===== src/rtl/core/rtpr_pkg.sv =====
package rtpr_pkg;

    localparam int unsigned COUNT_LIMIT = 65535;
    localparam int unsigned POS_W = 16;
    localparam int unsigned POS_CAP = (COUNT_LIMIT < 65535) ? COUNT_LIMIT : 65535;
    localparam logic [POS_W-1:0] POS_MAX = POS_W'(POS_CAP);

    localparam int unsigned DC_W = 7;
    localparam logic [DC_W-1:0] DC_MAX = 7'd127;

    localparam int unsigned CQ_DEPTH = 4;
    localparam int unsigned CQ_AW = $clog2(CQ_DEPTH);
    localparam int unsigned OQ_DEPTH = 4;
    localparam int unsigned OQ_AW = $clog2(OQ_DEPTH);

    localparam logic [5:0] RADIX_MIN = 6'd2;
    localparam logic [5:0] RADIX_MAX = 6'd36;
    localparam logic [5:0] RADIX_RESET = 6'd10;

    localparam logic [1:0] CFG_RADIX = 2'd0;
    localparam logic [1:0] CFG_TYPE_WIDTH = 2'd1;
    localparam logic [1:0] CFG_TYPE_SIGNED = 2'd2;

    localparam logic [1:0] TW_8 = 2'd0;
    localparam logic [1:0] TW_16 = 2'd1;
    localparam logic [1:0] TW_32 = 2'd2;
    localparam logic [1:0] TW_64 = 2'd3;

    typedef enum logic [1:0] {
        PH_IDLE   = 2'd0,
        PH_ZEROS  = 2'd1,
        PH_DIGITS = 2'd2
    } t_phase;

    typedef enum logic [1:0] {
        ST_OK      = 2'd0,
        ST_INVALID = 2'd1,
        ST_RANGE   = 2'd2
    } t_status;

    typedef enum logic [1:0] {
        FK_ZERO    = 2'd0,
        FK_INVALID = 2'd1,
        FK_CHECK   = 2'd2
    } t_fin_kind;

    typedef struct packed {
        logic [5:0] base;
        logic [1:0] width_code;
        logic       is_signed;
    } t_cfg;

    typedef struct packed {
        logic [5:0] digit;
        logic       is_digit;
        logic       is_zero;
        logic       sot;
        logic       eot;
        logic       minus;
    } t_cls;

    typedef struct packed {
        t_fin_kind         kind;
        logic [63:0]       acc;
        logic [DC_W-1:0]   dcount;
        logic              neg;
        logic [POS_W-1:0]  pos;
    } t_fin;

    typedef struct packed {
        t_status           status;
        logic [63:0]       value;
        logic [POS_W-1:0]  count;
    } t_res;

    localparam logic [6:0] DIGIT_LIMIT [0:34] = '{
        7'd64, 7'd41, 7'd32, 7'd28, 7'd25, 7'd23, 7'd22, 7'd21, 7'd20, 7'd19,
        7'd18, 7'd18, 7'd17, 7'd17, 7'd16, 7'd16, 7'd16, 7'd16, 7'd15, 7'd15,
        7'd15, 7'd15, 7'd14, 7'd14, 7'd14, 7'd14, 7'd14, 7'd14, 7'd14, 7'd13,
        7'd13, 7'd13, 7'd13, 7'd13, 7'd13
    };

    localparam logic [63:0] SAFE_MIN [0:34] = '{
        64'd9223372036854775808,  64'd12157665459056928801, 64'd4611686018427387904,
        64'd7450580596923828125,  64'd4738381338321616896,  64'd3909821048582988049,
        64'd9223372036854775808,  64'd12157665459056928801, 64'd10000000000000000000,
        64'd5559917313492231481,  64'd2218611106740436992,  64'd8650415919381337933,
        64'd2177953337809371136,  64'd6568408355712890625,  64'd1152921504606846976,
        64'd2862423051509815793,  64'd6746640616477458432,  64'd15181127029874798299,
        64'd1638400000000000000,  64'd3243919932521508681,  64'd6221821273427820544,
        64'd11592836324538749809, 64'd876488338465357824,   64'd1490116119384765625,
        64'd2481152873203736576,  64'd4052555153018976267,  64'd6502111422497947648,
        64'd10260628712958602189, 64'd15943230000000000000, 64'd787662783788549761,
        64'd1152921504606846976,  64'd1667889514952984961,  64'd2386420683693101056,
        64'd3379220508056640625,  64'd4738381338321616896
    };

endpackage


===== src/rtl/core/rtpr_front.sv =====
module rtpr_front (
    input  logic [7:0]      i_ch,
    input  logic            i_start_of_text,
    input  logic            i_end_of_text,
    input  logic            i_minus_sign,
    input  logic [5:0]      i_base,
    output rtpr_pkg::t_cls  o_cls
);

    logic [5:0] digit;
    logic       known;

    always_comb begin
        digit = 6'd0;
        known = 1'b0;
        if (i_ch >= 8'd48 && i_ch <= 8'd57) begin
            digit = 6'(i_ch - 8'd48);
            known = 1'b1;
        end else if (i_ch >= 8'd97 && i_ch <= 8'd122) begin
            digit = 6'(i_ch - 8'd87);
            known = 1'b1;
        end else if (i_ch >= 8'd65 && i_ch <= 8'd90) begin
            digit = 6'(i_ch - 8'd55);
            known = 1'b1;
        end
    end

    always_comb begin
        o_cls.digit    = digit;
        o_cls.is_digit = known && (digit < i_base);
        o_cls.is_zero  = (i_ch == 8'd48);
        o_cls.sot      = i_start_of_text;
        o_cls.eot      = i_end_of_text;
        o_cls.minus    = i_minus_sign;
    end

endmodule


===== src/rtl/core/rtpr_cq.sv =====
module rtpr_cq (
    input  logic            i_clk,
    input  logic            i_rst_n,
    input  logic            i_wr,
    input  rtpr_pkg::t_cls  i_wdata,
    output logic            o_full,
    input  logic            i_rd,
    output logic            o_empty,
    output rtpr_pkg::t_cls  o_rdata
);

    rtpr_pkg::t_cls                 r_mem [0:rtpr_pkg::CQ_DEPTH-1];
    logic [rtpr_pkg::CQ_AW-1:0]     r_wr_ptr;
    logic [rtpr_pkg::CQ_AW-1:0]     r_rd_ptr;
    logic [rtpr_pkg::CQ_AW:0]       r_cnt;
    logic                           wr_ok;
    logic                           rd_ok;

    assign o_full  = (r_cnt == (rtpr_pkg::CQ_AW+1)'(rtpr_pkg::CQ_DEPTH));
    assign o_empty = (r_cnt == '0);
    assign wr_ok   = i_wr && !o_full;
    assign rd_ok   = i_rd && !o_empty;
    assign o_rdata = r_mem[r_rd_ptr];

    always_ff @(posedge i_clk) begin
        if (wr_ok) begin
            r_mem[r_wr_ptr] <= i_wdata;
        end
    end

    always_ff @(posedge i_clk) begin
        if (!i_rst_n) begin
            r_wr_ptr <= '0;
            r_rd_ptr <= '0;
            r_cnt    <= '0;
        end else begin
            if (wr_ok) begin
                r_wr_ptr <= r_wr_ptr + 1'b1;
            end
            if (rd_ok) begin
                r_rd_ptr <= r_rd_ptr + 1'b1;
            end
            if (wr_ok && !rd_ok) begin
                r_cnt <= r_cnt + 1'b1;
            end else if (rd_ok && !wr_ok) begin
                r_cnt <= r_cnt - 1'b1;
            end
        end
    end

endmodule


===== src/rtl/core/rtpr_back.sv =====
module rtpr_back (
    input  logic            i_clk,
    input  logic            i_rst_n,
    input  rtpr_pkg::t_cfg  i_cfg,
    input  logic            i_cq_empty,
    input  rtpr_pkg::t_cls  i_cls,
    output logic            o_cq_rd,
    output logic            o_fin_valid,
    output rtpr_pkg::t_fin  o_fin,
    input  logic            i_fin_take
);

    rtpr_pkg::t_phase                  r_phase;
    rtpr_pkg::t_phase                  n_phase;
    rtpr_pkg::t_phase                  cur_phase;
    logic [63:0]                       r_acc;
    logic [63:0]                       n_acc;
    logic [rtpr_pkg::DC_W-1:0]         r_dc;
    logic [rtpr_pkg::DC_W-1:0]         n_dc;
    logic [rtpr_pkg::POS_W-1:0]        r_pos;
    logic [rtpr_pkg::POS_W-1:0]        n_pos;
    logic [rtpr_pkg::POS_W-1:0]        cur_pos;
    logic [rtpr_pkg::POS_W-1:0]        bump_pos;
    logic                              r_neg;
    logic                              n_neg;
    logic                              take;
    logic                              emit;
    rtpr_pkg::t_fin_kind               kind;
    logic [63:0]                       mac;
    logic                              r_fin_valid;
    rtpr_pkg::t_fin                    r_fin;

    assign take      = !i_cq_empty && (!r_fin_valid || i_fin_take);
    assign o_cq_rd   = take;
    assign cur_phase = i_cls.sot ? rtpr_pkg::PH_ZEROS : r_phase;
    assign cur_pos   = i_cls.sot ? '0 : r_pos;
    assign bump_pos  = (cur_pos < rtpr_pkg::POS_MAX) ? cur_pos + 1'b1 : cur_pos;
    assign mac       = 64'(r_acc * i_cfg.base) + 64'(i_cls.digit);

    always_comb begin
        n_phase = r_phase;
        if (take) begin
            if (i_cls.sot && !i_cls.is_digit) begin
                n_phase = rtpr_pkg::PH_IDLE;
            end else begin
                case (cur_phase)
                    rtpr_pkg::PH_ZEROS: begin
                        if (i_cls.is_zero) begin
                            n_phase = rtpr_pkg::PH_ZEROS;
                        end else if (i_cls.is_digit) begin
                            n_phase = rtpr_pkg::PH_DIGITS;
                        end else begin
                            n_phase = rtpr_pkg::PH_IDLE;
                        end
                    end
                    rtpr_pkg::PH_DIGITS: begin
                        n_phase = i_cls.is_digit ? rtpr_pkg::PH_DIGITS : rtpr_pkg::PH_IDLE;
                    end
                    default: begin
                        n_phase = rtpr_pkg::PH_IDLE;
                    end
                endcase
                if (i_cls.eot) begin
                    n_phase = rtpr_pkg::PH_IDLE;
                end
            end
        end
    end

    always_comb begin
        n_acc = r_acc;
        n_dc  = r_dc;
        n_pos = r_pos;
        n_neg = r_neg;
        emit  = 1'b0;
        kind  = rtpr_pkg::FK_ZERO;
        if (take) begin
            if (i_cls.sot) begin
                n_acc = '0;
                n_dc  = '0;
                n_pos = '0;
                n_neg = i_cls.minus & i_cfg.is_signed;
            end
            if (i_cls.sot && !i_cls.is_digit) begin
                emit = 1'b1;
                kind = rtpr_pkg::FK_INVALID;
            end else begin
                case (cur_phase)
                    rtpr_pkg::PH_ZEROS: begin
                        if (i_cls.is_zero) begin
                            n_pos = bump_pos;
                        end else if (i_cls.is_digit) begin
                            n_acc = 64'(i_cls.digit);
                            n_dc  = rtpr_pkg::DC_W'(1);
                            n_pos = bump_pos;
                        end else begin
                            emit = 1'b1;
                            kind = rtpr_pkg::FK_ZERO;
                        end
                    end
                    rtpr_pkg::PH_DIGITS: begin
                        if (i_cls.is_digit) begin
                            n_acc = mac;
                            n_dc  = (r_dc < rtpr_pkg::DC_MAX) ? r_dc + 1'b1 : r_dc;
                            n_pos = bump_pos;
                        end else begin
                            emit = 1'b1;
                            kind = rtpr_pkg::FK_CHECK;
                        end
                    end
                    default: begin
                        emit = 1'b0;
                    end
                endcase
                if (i_cls.eot && !emit && cur_phase != rtpr_pkg::PH_IDLE) begin
                    emit = 1'b1;
                    if (cur_phase == rtpr_pkg::PH_DIGITS
                            || (i_cls.is_digit && !i_cls.is_zero)) begin
                        kind = rtpr_pkg::FK_CHECK;
                    end else begin
                        kind = rtpr_pkg::FK_ZERO;
                    end
                end
            end
        end
    end

    always_ff @(posedge i_clk) begin
        if (!i_rst_n) begin
            r_phase     <= rtpr_pkg::PH_IDLE;
            r_acc       <= '0;
            r_dc        <= '0;
            r_pos       <= '0;
            r_neg       <= 1'b0;
            r_fin_valid <= 1'b0;
        end else begin
            r_phase <= n_phase;
            r_acc   <= n_acc;
            r_dc    <= n_dc;
            r_pos   <= n_pos;
            r_neg   <= n_neg;
            if (take) begin
                r_fin_valid <= emit;
            end else if (i_fin_take) begin
                r_fin_valid <= 1'b0;
            end
        end
    end

    always_ff @(posedge i_clk) begin
        if (take && emit) begin
            r_fin.kind   <= kind;
            r_fin.acc    <= n_acc;
            r_fin.dcount <= n_dc;
            r_fin.neg    <= n_neg;
            r_fin.pos    <= n_pos;
        end
    end

    assign o_fin_valid = r_fin_valid;
    assign o_fin       = r_fin;

endmodule


===== src/rtl/core/rtpr_fin.sv =====
module rtpr_fin (
    input  logic                         i_clk,
    input  logic                         i_rst_n,
    input  rtpr_pkg::t_cfg               i_cfg,
    input  logic                         i_fin_valid,
    input  rtpr_pkg::t_fin               i_fin,
    output logic                         o_fin_take,
    input  logic                         i_pop,
    output logic                         o_empty,
    output logic [1:0]                   o_status,
    output logic [63:0]                  o_value_bits,
    output logic [rtpr_pkg::POS_W-1:0]   o_consumed_count
);

    logic [5:0]                     idx;
    logic [6:0]                     md;
    logic [63:0]                    safe;
    logic [63:0]                    tmax;
    logic [63:0]                    lim;
    logic                           over_digits;
    logic                           over_type;
    logic                           chk_type;
    rtpr_pkg::t_res                 res;

    rtpr_pkg::t_res                 r_mem [0:rtpr_pkg::OQ_DEPTH-1];
    logic [rtpr_pkg::OQ_AW-1:0]     r_wr_ptr;
    logic [rtpr_pkg::OQ_AW-1:0]     r_rd_ptr;
    logic [rtpr_pkg::OQ_AW:0]       r_cnt;
    logic                           full;
    logic                           wr_ok;
    logic                           rd_ok;

    assign idx  = i_cfg.base - rtpr_pkg::RADIX_MIN;
    assign md   = rtpr_pkg::DIGIT_LIMIT[idx];
    assign safe = rtpr_pkg::SAFE_MIN[idx];

    always_comb begin
        case (i_cfg.width_code)
            rtpr_pkg::TW_8:  tmax = i_cfg.is_signed ? 64'h7F : 64'hFF;
            rtpr_pkg::TW_16: tmax = i_cfg.is_signed ? 64'h7FFF : 64'hFFFF;
            rtpr_pkg::TW_32: tmax = i_cfg.is_signed ? 64'h7FFF_FFFF : 64'hFFFF_FFFF;
            default:         tmax = i_cfg.is_signed ? 64'h7FFF_FFFF_FFFF_FFFF : '1;
        endcase
    end

    assign lim         = tmax + 64'(i_fin.neg);
    assign chk_type    = !(i_cfg.width_code == rtpr_pkg::TW_64 && !i_cfg.is_signed);
    assign over_digits = (i_fin.dcount > md) || (i_fin.dcount == md && i_fin.acc < safe);
    assign over_type   = chk_type && (i_fin.acc > lim);

    always_comb begin
        res.count  = i_fin.pos;
        res.value  = '0;
        res.status = rtpr_pkg::ST_OK;
        case (i_fin.kind)
            rtpr_pkg::FK_INVALID: begin
                res.status = rtpr_pkg::ST_INVALID;
            end
            rtpr_pkg::FK_CHECK: begin
                if (over_digits || over_type) begin
                    res.status = rtpr_pkg::ST_RANGE;
                end else begin
                    res.value = i_fin.neg ? (64'd0 - i_fin.acc) : i_fin.acc;
                end
            end
            default: begin
                res.status = rtpr_pkg::ST_OK;
            end
        endcase
    end

    assign full       = (r_cnt == (rtpr_pkg::OQ_AW+1)'(rtpr_pkg::OQ_DEPTH));
    assign o_empty    = (r_cnt == '0);
    assign o_fin_take = !full;
    assign wr_ok      = i_fin_valid && !full;
    assign rd_ok      = i_pop && !o_empty;

    always_ff @(posedge i_clk) begin
        if (wr_ok) begin
            r_mem[r_wr_ptr] <= res;
        end
    end

    always_ff @(posedge i_clk) begin
        if (!i_rst_n) begin
            r_wr_ptr <= '0;
            r_rd_ptr <= '0;
            r_cnt    <= '0;
        end else begin
            if (wr_ok) begin
                r_wr_ptr <= r_wr_ptr + 1'b1;
            end
            if (rd_ok) begin
                r_rd_ptr <= r_rd_ptr + 1'b1;
            end
            if (wr_ok && !rd_ok) begin
                r_cnt <= r_cnt + 1'b1;
            end else if (rd_ok && !wr_ok) begin
                r_cnt <= r_cnt - 1'b1;
            end
        end
    end

    assign o_status         = r_mem[r_rd_ptr].status;
    assign o_value_bits     = r_mem[r_rd_ptr].value;
    assign o_consumed_count = r_mem[r_rd_ptr].count;

endmodule


===== src/rtl/core/radix_integer_text_parser_top.sv =====
// Streaming integer text parser, one character word per clock while full is low.
// Input channel: present a character with its start, end and sign marks and
// raise push; the word is taken at a rising edge where push is high and full
// is low. A word with the start mark opens a string; the sign is sampled
// from it. A string closes on its first non-digit or on the end mark, and
// that word produces one result word; words outside a string produce none.
// Result channel: while empty is low the oldest result (status, value,
// consumed count) is on the output ports; it is taken on an edge where pop
// is high. The result of the word that closes the string is registered in the
// back end, then written to the output queue. A new character is taken every
// cycle unless the back end stalls; its multiply-accumulate is combinational.
// If pop stays low, up to five results are held, four in the output queue and
// one in the back end; then the back end stalls and the input queue of four
// words fills until full rises.
// Configuration: write radix, type width code and type signedness over the
// cfg channel while the block is idle; it is always ready.
// Reset: synchronous, active low; both queues are emptied, any open string is
// dropped and the registers return to radix 10, 32-bit signed.
module radix_integer_text_parser_top (
    input  logic                         i_clk,
    input  logic                         i_rst_n,
    input  logic                         push,
    output logic                         full,
    input  logic [7:0]                   i_ch,
    input  logic                         i_start_of_text,
    input  logic                         i_end_of_text,
    input  logic                         i_minus_sign,
    output logic                         empty,
    input  logic                         pop,
    output logic [1:0]                   o_status,
    output logic [63:0]                  o_value_bits,
    output logic [rtpr_pkg::POS_W-1:0]   o_consumed_count,
    input  logic                         i_cfg_valid,
    output logic                         o_cfg_ready,
    input  logic [1:0]                   i_cfg_index,
    input  logic [5:0]                   i_cfg_data
);

    logic [5:0]        r_radix;
    logic [1:0]        r_type_width_code;
    logic              r_type_signed;
    rtpr_pkg::t_cfg    cfg;
    rtpr_pkg::t_cls    cls_in;
    rtpr_pkg::t_cls    cls_out;
    logic              cq_empty;
    logic              cq_rd;
    logic              fin_valid;
    rtpr_pkg::t_fin    fin;
    logic              fin_take;

    assign o_cfg_ready = 1'b1;

    always_ff @(posedge i_clk) begin
        if (!i_rst_n) begin
            r_radix           <= rtpr_pkg::RADIX_RESET;
            r_type_width_code <= rtpr_pkg::TW_32;
            r_type_signed     <= 1'b1;
        end else if (i_cfg_valid) begin
            case (i_cfg_index)
                rtpr_pkg::CFG_RADIX:       r_radix <= i_cfg_data;
                rtpr_pkg::CFG_TYPE_WIDTH:  r_type_width_code <= i_cfg_data[1:0];
                rtpr_pkg::CFG_TYPE_SIGNED: r_type_signed <= i_cfg_data[0];
                default: begin
                    r_radix <= r_radix;
                end
            endcase
        end
    end

    always_comb begin
        if (r_radix < rtpr_pkg::RADIX_MIN) begin
            cfg.base = rtpr_pkg::RADIX_MIN;
        end else if (r_radix > rtpr_pkg::RADIX_MAX) begin
            cfg.base = rtpr_pkg::RADIX_MAX;
        end else begin
            cfg.base = r_radix;
        end
        cfg.width_code = r_type_width_code;
        cfg.is_signed  = r_type_signed;
    end

    rtpr_front u_front (
        .i_ch            (i_ch),
        .i_start_of_text (i_start_of_text),
        .i_end_of_text   (i_end_of_text),
        .i_minus_sign    (i_minus_sign),
        .i_base          (cfg.base),
        .o_cls           (cls_in)
    );

    rtpr_cq u_cq (
        .i_clk   (i_clk),
        .i_rst_n (i_rst_n),
        .i_wr    (push),
        .i_wdata (cls_in),
        .o_full  (full),
        .i_rd    (cq_rd),
        .o_empty (cq_empty),
        .o_rdata (cls_out)
    );

    rtpr_back u_back (
        .i_clk       (i_clk),
        .i_rst_n     (i_rst_n),
        .i_cfg       (cfg),
        .i_cq_empty  (cq_empty),
        .i_cls       (cls_out),
        .o_cq_rd     (cq_rd),
        .o_fin_valid (fin_valid),
        .o_fin       (fin),
        .i_fin_take  (fin_take)
    );

    rtpr_fin u_fin (
        .i_clk            (i_clk),
        .i_rst_n          (i_rst_n),
        .i_cfg            (cfg),
        .i_fin_valid      (fin_valid),
        .i_fin            (fin),
        .o_fin_take       (fin_take),
        .i_pop            (pop),
        .o_empty          (empty),
        .o_status         (o_status),
        .o_value_bits     (o_value_bits),
        .o_consumed_count (o_consumed_count)
    );

endmodule

===== config.mk =====
export PLATFORM = sky130hd
export DESIGN_NAME = radix_integer_text_parser_top
export DESIGN_NICKNAME = d
export VERILOG_FILES = /design/src/rtl/core/rtpr_pkg.sv /design/src/rtl/core/rtpr_front.sv /design/src/rtl/core/rtpr_cq.sv /design/src/rtl/core/rtpr_back.sv /design/src/rtl/core/rtpr_fin.sv /design/src/rtl/core/radix_integer_text_parser_top.sv
export SDC_FILE = /design/constraint.sdc
export NUM_CORES = 2
export LEC_CHECK = 0
export ABC_AREA = 1
export BUFFER_PORTS_ARGS = -buffer_cell sky130_fd_sc_hd__buf_2
export CAP_MARGIN = 40
export CORE_ASPECT_RATIO = 0.5
export CORE_MARGIN = 8
export CORE_UTILIZATION = 35
export CTS_CLUSTER_SIZE = 30
export DETAILED_ROUTE_END_ITERATION = 6
export GPL_TIMING_DRIVEN = 1
export PLACE_DENSITY = 0.53
export SLEW_MARGIN = 20
export SYNTH_ARGS = -nofsm -noshare
export SYNTH_HDL_FRONTEND = slang
export SYNTH_SLANG_ARGS = --single-unit

===== constraint.sdc =====
create_clock -name i_clk -period 12.1 [get_ports i_clk]
set_clock_uncertainty 0.1 [all_clocks]
set_input_delay 0.605 -clock i_clk [delete_from_list [all_inputs] [get_ports i_clk]]
set_output_delay 0.605 -clock i_clk [all_outputs]
set_load 0.1 [all_outputs]

# Word-level counts from Yosys, hierarchy flattened
# Memory sizes are Yosys's and may differ from the RTL's. A register that Yosys moved wholly into a read port is not among the register bits.
# Cells that the tools add are included.
# totals
register_bits,204
ramBits,372
rom_bits,4544
word_cells,204
memories,4
# op_classes
add_sub_neg,17
multipliers,1
n_lt_le_gt_ge,15
n_eq_ne,14
n_mux,79
bitwise,3
n_reduce_logical,50
# mem_list
memory,words,word_bits,read_ports,rd_clocked_by_memory_dff,write_ports,line,rtl
(no name shown),64,64,1,0,0,rtpr_fin.sv:35,assign safe = rtpr_pkg::SAFE_MIN[idx];
(no name shown),64,7,1,0,0,rtpr_fin.sv:34,assign md = rtpr_pkg::DIGIT_LIMIT[idx];
u_fin.r_mem,4,82,1,1,1,rtpr_fin.sv:25,rtpr_pkg::t_res r_mem [0:rtpr_pkg::OQ_DEPTH-1];
u_cq.r_mem,4,11,1,1,1,rtpr_cq.sv:12,rtpr_pkg::t_cls r_mem [0:rtpr_pkg::CQ_DEPTH-1];
# op_table
cell,n
two-way mux 64 bit,12
case mux 64 bit (3 select lines),1
case mux 64 bit (2 select lines),1
two-way mux 16 bit,7
adder 64 x 1 -> 64 bit,1
adder 64 x 6 -> 64 bit,1
> comparator 64 bit,1
less-than comparator 64 bit,1
multiplier 64 x 6 -> 64 bit,1
subtractor 1 x 64 -> 64 bit (first input constant),1
two-way mux 7 bit,9
two-way mux 32 bit,1
case mux 16 bit (2 select lines),1
two-way mux 6 bit,5
two-way mux 2 bit,14
logical AND 1 bit,21
two-way mux 1 bit,19
adder 16 x 1 -> 16 bit (second input constant),1
greater-or-equal comparator 8 x 7 -> 1 bit (second input constant),2
less-or-equal comparator 8 x 7 -> 1 bit (second input constant),2
less-than comparator 16 bit (second input constant),1
logical NOT 1 bit,14
case mux 7 bit (2 select lines),1
two-way mux 3 bit,4
33 further kinds,57

# Longest topological paths before layout
# logic_depth
ltp_word,14
mapped_depth,37

# Cells and area by module
# Synthesis repeated with hierarchy kept, for this count alone.
# hier_totals
hier_cells,6159
hier_area_um2,47191.5
# modules_own_cells
mod,n_inst,cells_each,area_per_inst_um2,seq_area_each_um2
rtpr_back,1,3461,23207.3,4524.3
rtpr_fin,1,2338,20746.1,10029.6
rtpr_cq,1,177,2158.3,1501.4
rtpr_front,1,119,638.1,0.0
radix_integer_text_parser_top,1,64,441.7,180.2

# Least setup slack after synthesis
# OpenSTA, ideal clock, no wires.
# synth_timing
path_type,register to register
startpoint,register with a tool-made name
endpoint,"register u_back.r_fin (netlist bit u_back.o_fin[0]), enable pin"
arrival_time_ps,7564
t_required_ps,11406
path_slack_ps,3842
path_stages_with_launch,18
n_path_buf,5
synth_period_minus_slack_ps,8258
path_cell_list,dfxtp_1 buf_4 inv_2 nand3_1 nand2_2 buf_6 clkbuf_1 buf_1 nand2_1 inv_1 ha_1 clkbuf_2 clkinv_1 nor2_2 a21oi_2 nor2_1 inv_1 a31oi_1
# synth_lines
element,line,rtl
to (decl),rtpr_back.sv:31,rtpr_pkg::t_fin r_fin;

# Worst setup path in the final report
# layout_timing
startpoint,register r_radix[5]
endpoint,"register u_back.r_fin (netlist bit u_back.o_fin[52]), data pin"
# layout_between
elab_chain_cells,9
# layout_lines
element,line,rtl
from (decl),radix_integer_text_parser_top.sv:39,logic [5:0] r_radix;
from (signal assigned),radix_integer_text_parser_top.sv:55,r_radix <= rtpr_pkg::RADIX_RESET;
from (signal assigned),radix_integer_text_parser_top.sv:60,rtpr_pkg::CFG_RADIX: r_radix <= i_cfg_data;
from (signal assigned),radix_integer_text_parser_top.sv:64,r_radix <= r_radix;
> comparator 6 bit,radix_integer_text_parser_top.sv:73,end else if (r_radix > rtpr_pkg::RADIX_MAX) begin
two-way mux 6 bit,radix_integer_text_parser_top.sv:73,
two-way mux 6 bit (*),radix_integer_text_parser_top.sv:71,if (r_radix < rtpr_pkg::RADIX_MIN) begin
multiplier 64 x 6 -> 64 bit (*),rtpr_back.sv:38,assign mac = 64'(r_acc * i_cfg.base) + 64'(i_cls.digit);
adder 64 x 6 -> 64 bit (*),rtpr_back.sv:38,
two-way mux 64 bit (*),rtpr_back.sv:102,if (i_cls.is_digit) begin
case mux 64 bit (2 select lines) (*),rtpr_back.sv:88,case (cur_phase)
two-way mux 64 bit (*),rtpr_back.sv:84,if (i_cls.sot && !i_cls.is_digit) begin
two-way mux 64 bit (*),rtpr_back.sv:77,if (take) begin
via u_back.n_acc[28],rtpr_back.sv:17,logic [63:0] n_acc;
# Mark *: on every way through the listed nets, which the timed path passes. The rest lies on a longest branch.
# A chain may end at the register's enable or synchronous reset.

==> Implementation_results.wiki <==
{| class="wikitable"
! Metric !! Value
|-
| Status || finished with violations
|-
| Violations in the final reports || DRC
|-
| Nature of the critical path startpoint || flip-flop
|-
| Longest individual stage delay on the worst path || 800 ps
|-
| Setup repair after global routing missed its margin || no
|-
| Multi-input gate area in the final layout || 24800 um2
|-
| Total core area || 125000 um2
|-
| Highest ir drop seen on vdd || 159 uV
|-
| Worst-Margin Slew || 908 ps
|-
| Vias after detailed routing || 38239
|-
| Fraction of post-synthesis cell area in the top cell type by area || 31.6%
|-
| Number of buffers added to fix hold violations after cts || 0
|-
| Sequential-to-total area share from yosys stat || 36.9%
|-
| Placed instance count || 6885
|-
| Number of detailed-route iterations in the first pass || 7
|-
| Number of maximum-capacitance constraint violations || 0
|-
| Mean instance size in the synthesized netlist || 8.39 um2
|-
| Number of antenna violations at the first check in global routing || 5
|-
| Synth async-reset ratio || 0%
|-
| Met3 wirelength from detailed routing || 13300 um
|-
| Count of endpoints failing setup in the final report || 0
|-
| Setup TNS || 0 ps
|-
| Final Hold Fails || 0
|-
| Worst min path class || in2reg
|-
| Layout cells sized above 1 || 7.78%
|-
| Drt initial violations || 3492
|-
| Syn Inst Count || 5236
|-
| Power Total || 10.1 mW
|-
| Crit. End Element || flip-flop
|-
| Synth Flop Type || sky130_fd_sc_hd__edfxtp_1
|-
| Cell types occupying the most area after synthesis || sky130_fd_sc_hd__edfxtp_1, sky130_fd_sc_hd__fa_1, sky130_fd_sc_hd__ha_1
|-
| Max Clock Freq || 126 MHz
|-
| Utilization of the core after routing || 38.6%
|-
| Number of inserted diodes || 0
|-
| Wire length of the first global-routing pass || 240000 um
|-
| Count of flip-flops with a built-in enable after synthesis || 462
|-
| Vias in the first global route || 37337
|-
| Synth Warn # || 0
|-
| Critical path data required time || 12350 ps
|-
| Count of input and output buffers || 107
|-
| Flip-flop and latch count after synthesis || 580
|-
| Horiz. Die Dim || 517 um
|-
| Area leader, netlist || sky130_fd_sc_hd__edfxtp_1
|-
| Critical Path Most Common Cell || sky130_fd_sc_hd__nand2_1
|-
| Initial core utilization || 35.1%
|-
| Clock period minus worst slack || 7960 ps
|-
| Die Y || 267 um
|-
| Share of the clock period used by the worst path || 65.8%
|-
| Number of nets in the layout || 5838
|-
| CTS H-Tree Depth || 2
|-
| Static leakage || 20.7 nW
|-
| Clock Sink Count || 580
|-
| I/O pin total || 109
|-
| Via-to-Cell Ratio || 5.46
|-
| Worst Path Max Fanout || 41
|-
| Number of rows created at floorplan || 92
|-
| Startpoint-to-endpoint class of the critical path || reg2reg
|-
| Routed Wire Length || 162000 um
|-
| Normalized max-slew margin || 39.1%
|-
| Netlist area before placement || 43900 um2
|-
| Max Root-Sink Buffers || 3
|-
| Total power per unit cell area || 209 nW/um2
|-
| Post-CTS resize count || 0
|-
| DRC violation count after routing || 10
|-
| Post-detailed-route wirelength per cell || 23.1 um
|-
| Wire length the detailed router placed on met1 || 76200 um
|-
| Number of buffers added by the clock tree synthesis step || 59
|-
| Final standard cell count with taps included and fillers excluded || 6999
|-
| Post-DP HPWL || 121000 um
|-
| Remaining global-route overflow || 0
|-
| Storage cell area || 16200 um2
|-
| Number of different library cells in the post-synthesis netlist || 71
|-
| CTS clk-pin slew, worst paths || 60 ps
|-
| Synthesis-to-layout area growth || 10.1%
|-
| Critical path data arrival time || 8210 ps
|-
| Slowest library cell on the worst path || sky130_fd_sc_hd__dfxtp_2
|-
| Metal2 WL || 68700 um
|-
| Post-synth net total || 5818
|-
| Total global routing track utilization || 22.7%
|-
| GP Congestion || 0.991
|-
| Number of setup buffers added after CTS || 0
|-
| Maximum number of pins on one net before global-route repair || 76
|-
| Antenna Nets Post-Route || 0
|-
| Fill count || 12868
|-
| Root buffer cell || sky130_fd_sc_hd__clkbuf_16
|-
| Commonest cells in the netlist || sky130_fd_sc_hd__nor2_1, sky130_fd_sc_hd__nand2_1, sky130_fd_sc_hd__inv_1, sky130_fd_sc_hd__edfxtp_1, sky130_fd_sc_hd__o21ai_0
|-
| Highest routed layer || met4
|-
| Setup slack on the worst flop-to-flop path || 4140 ps
|-
| Clock insertion delay at the later pin of the skew report || 670 ps
|-
| Most frequent cell after synthesis || sky130_fd_sc_hd__nor2_1
|-
| CTS tree || yes
|-
| Die area || 138000 um2
|-
| Pins Over Slew Limit || 0
|}
power by group:
| part | total (mW) | switching, mW | internal, mW |
|---|---|---|---|
| Sequential | 3.26 | 0.624 | 2.64 |
| Clock | 1.91 | 0.831 | 1.08 |
| Combinational | 4.92 | 3.78 | 1.14 |
| Total | 10.1 | 5.24 | 4.86 |
cells by family after synthesis:
family,Yosys count,synth area share (%)
XOR/XNOR,93,1.85
other,1,0.00853
adder cells (fa/ha/maj),558,20.0
flip-flops,580,36.9
AO/OA/AOI/OAI,1135,14.4
buffers and inverters,777,6.88
AND/OR/NAND/NOR,2092,19.8
routing by layer:
| layer | up-vias | global-route usage, % |
|---|---|---|
| met2 | 1402 | 34.1 |
| met3 | 195 | 4.24 |
| li1 | 17715 | - |
| met5 | - | 0 |
| met1 | 18927 | 33.7 |
| met4 | 0 | 4.91 |
sequential cells by signal (all words and copies together) (netlist names), 3 cells and up, named ones only:
name and cells:
u_back.o_fin 90, u_back.r_pos 16, u_cq.r_cnt 3, r_radix 6
u_fin.r_mem 328, u_back.r_dc 7, u_cq.r_mem 44, u_fin.r_cnt 3
u_back.r_acc 64
per-stage QoR:
step                hold WS (ps)  worst slack (ps)  instance area [um2]
global route                25.1              3580                48400
global placement             352              4360                46100
detailed placement           359              4270                46300
CTS                         16.4              4170                48300
finish                      55.5              4140                48400
floorplan                    336              3840                43900
critical path: cells and delay by family, from the launching register on:
kind | cells | cell delay, ps
flops | 1 | 800
fa+ha+maj | 5 | 2420
simple gates | 10 | 1180
buf+inv | 7 | 1500
compound gates | 7 | 1570
cells in the final DEF (no fill, tap or decap), drive strengths merged, types with 25 or more instances in the layout:
cell type and n:
a21oi 366, edfxtp 462, o211ai 29, clkbuf 79
ha 315, fa 243, a31oi 34, inv 576
buf 162, nor2 926, o22ai 116, nand4 52
nand3 154, nor3 55, xor2 68, xnor2 25
dfxtp 118, nand2 854, o21ai 463
final cells by class:
type | count | area share [%]
inverters | 574 | 4.46
clock inverters | 33 | 0.719
well taps | 1692 | 4.38
flip-flops and latches | 580 | 33.6
clock buffers | 79 | 3.43
repair buffers | 162 | 2.27
multi-input cells | 3879 | 51.2
worst paths after layout:
path / depth (start not counted) / from / endpoint
worst max-delay path: 29 / r_radix[5] / u_back.o_fin[52]
worst min-delay path: 1 / i_end_of_text / u_cq.r_mem[2][1]
worst max register to register: 29 / r_radix[5] / u_back.o_fin[52]
worst min register to register: 2 / u_back.r_phase[1] / u_back.r_phase[1]
Power figures use the tool's default switching activity.
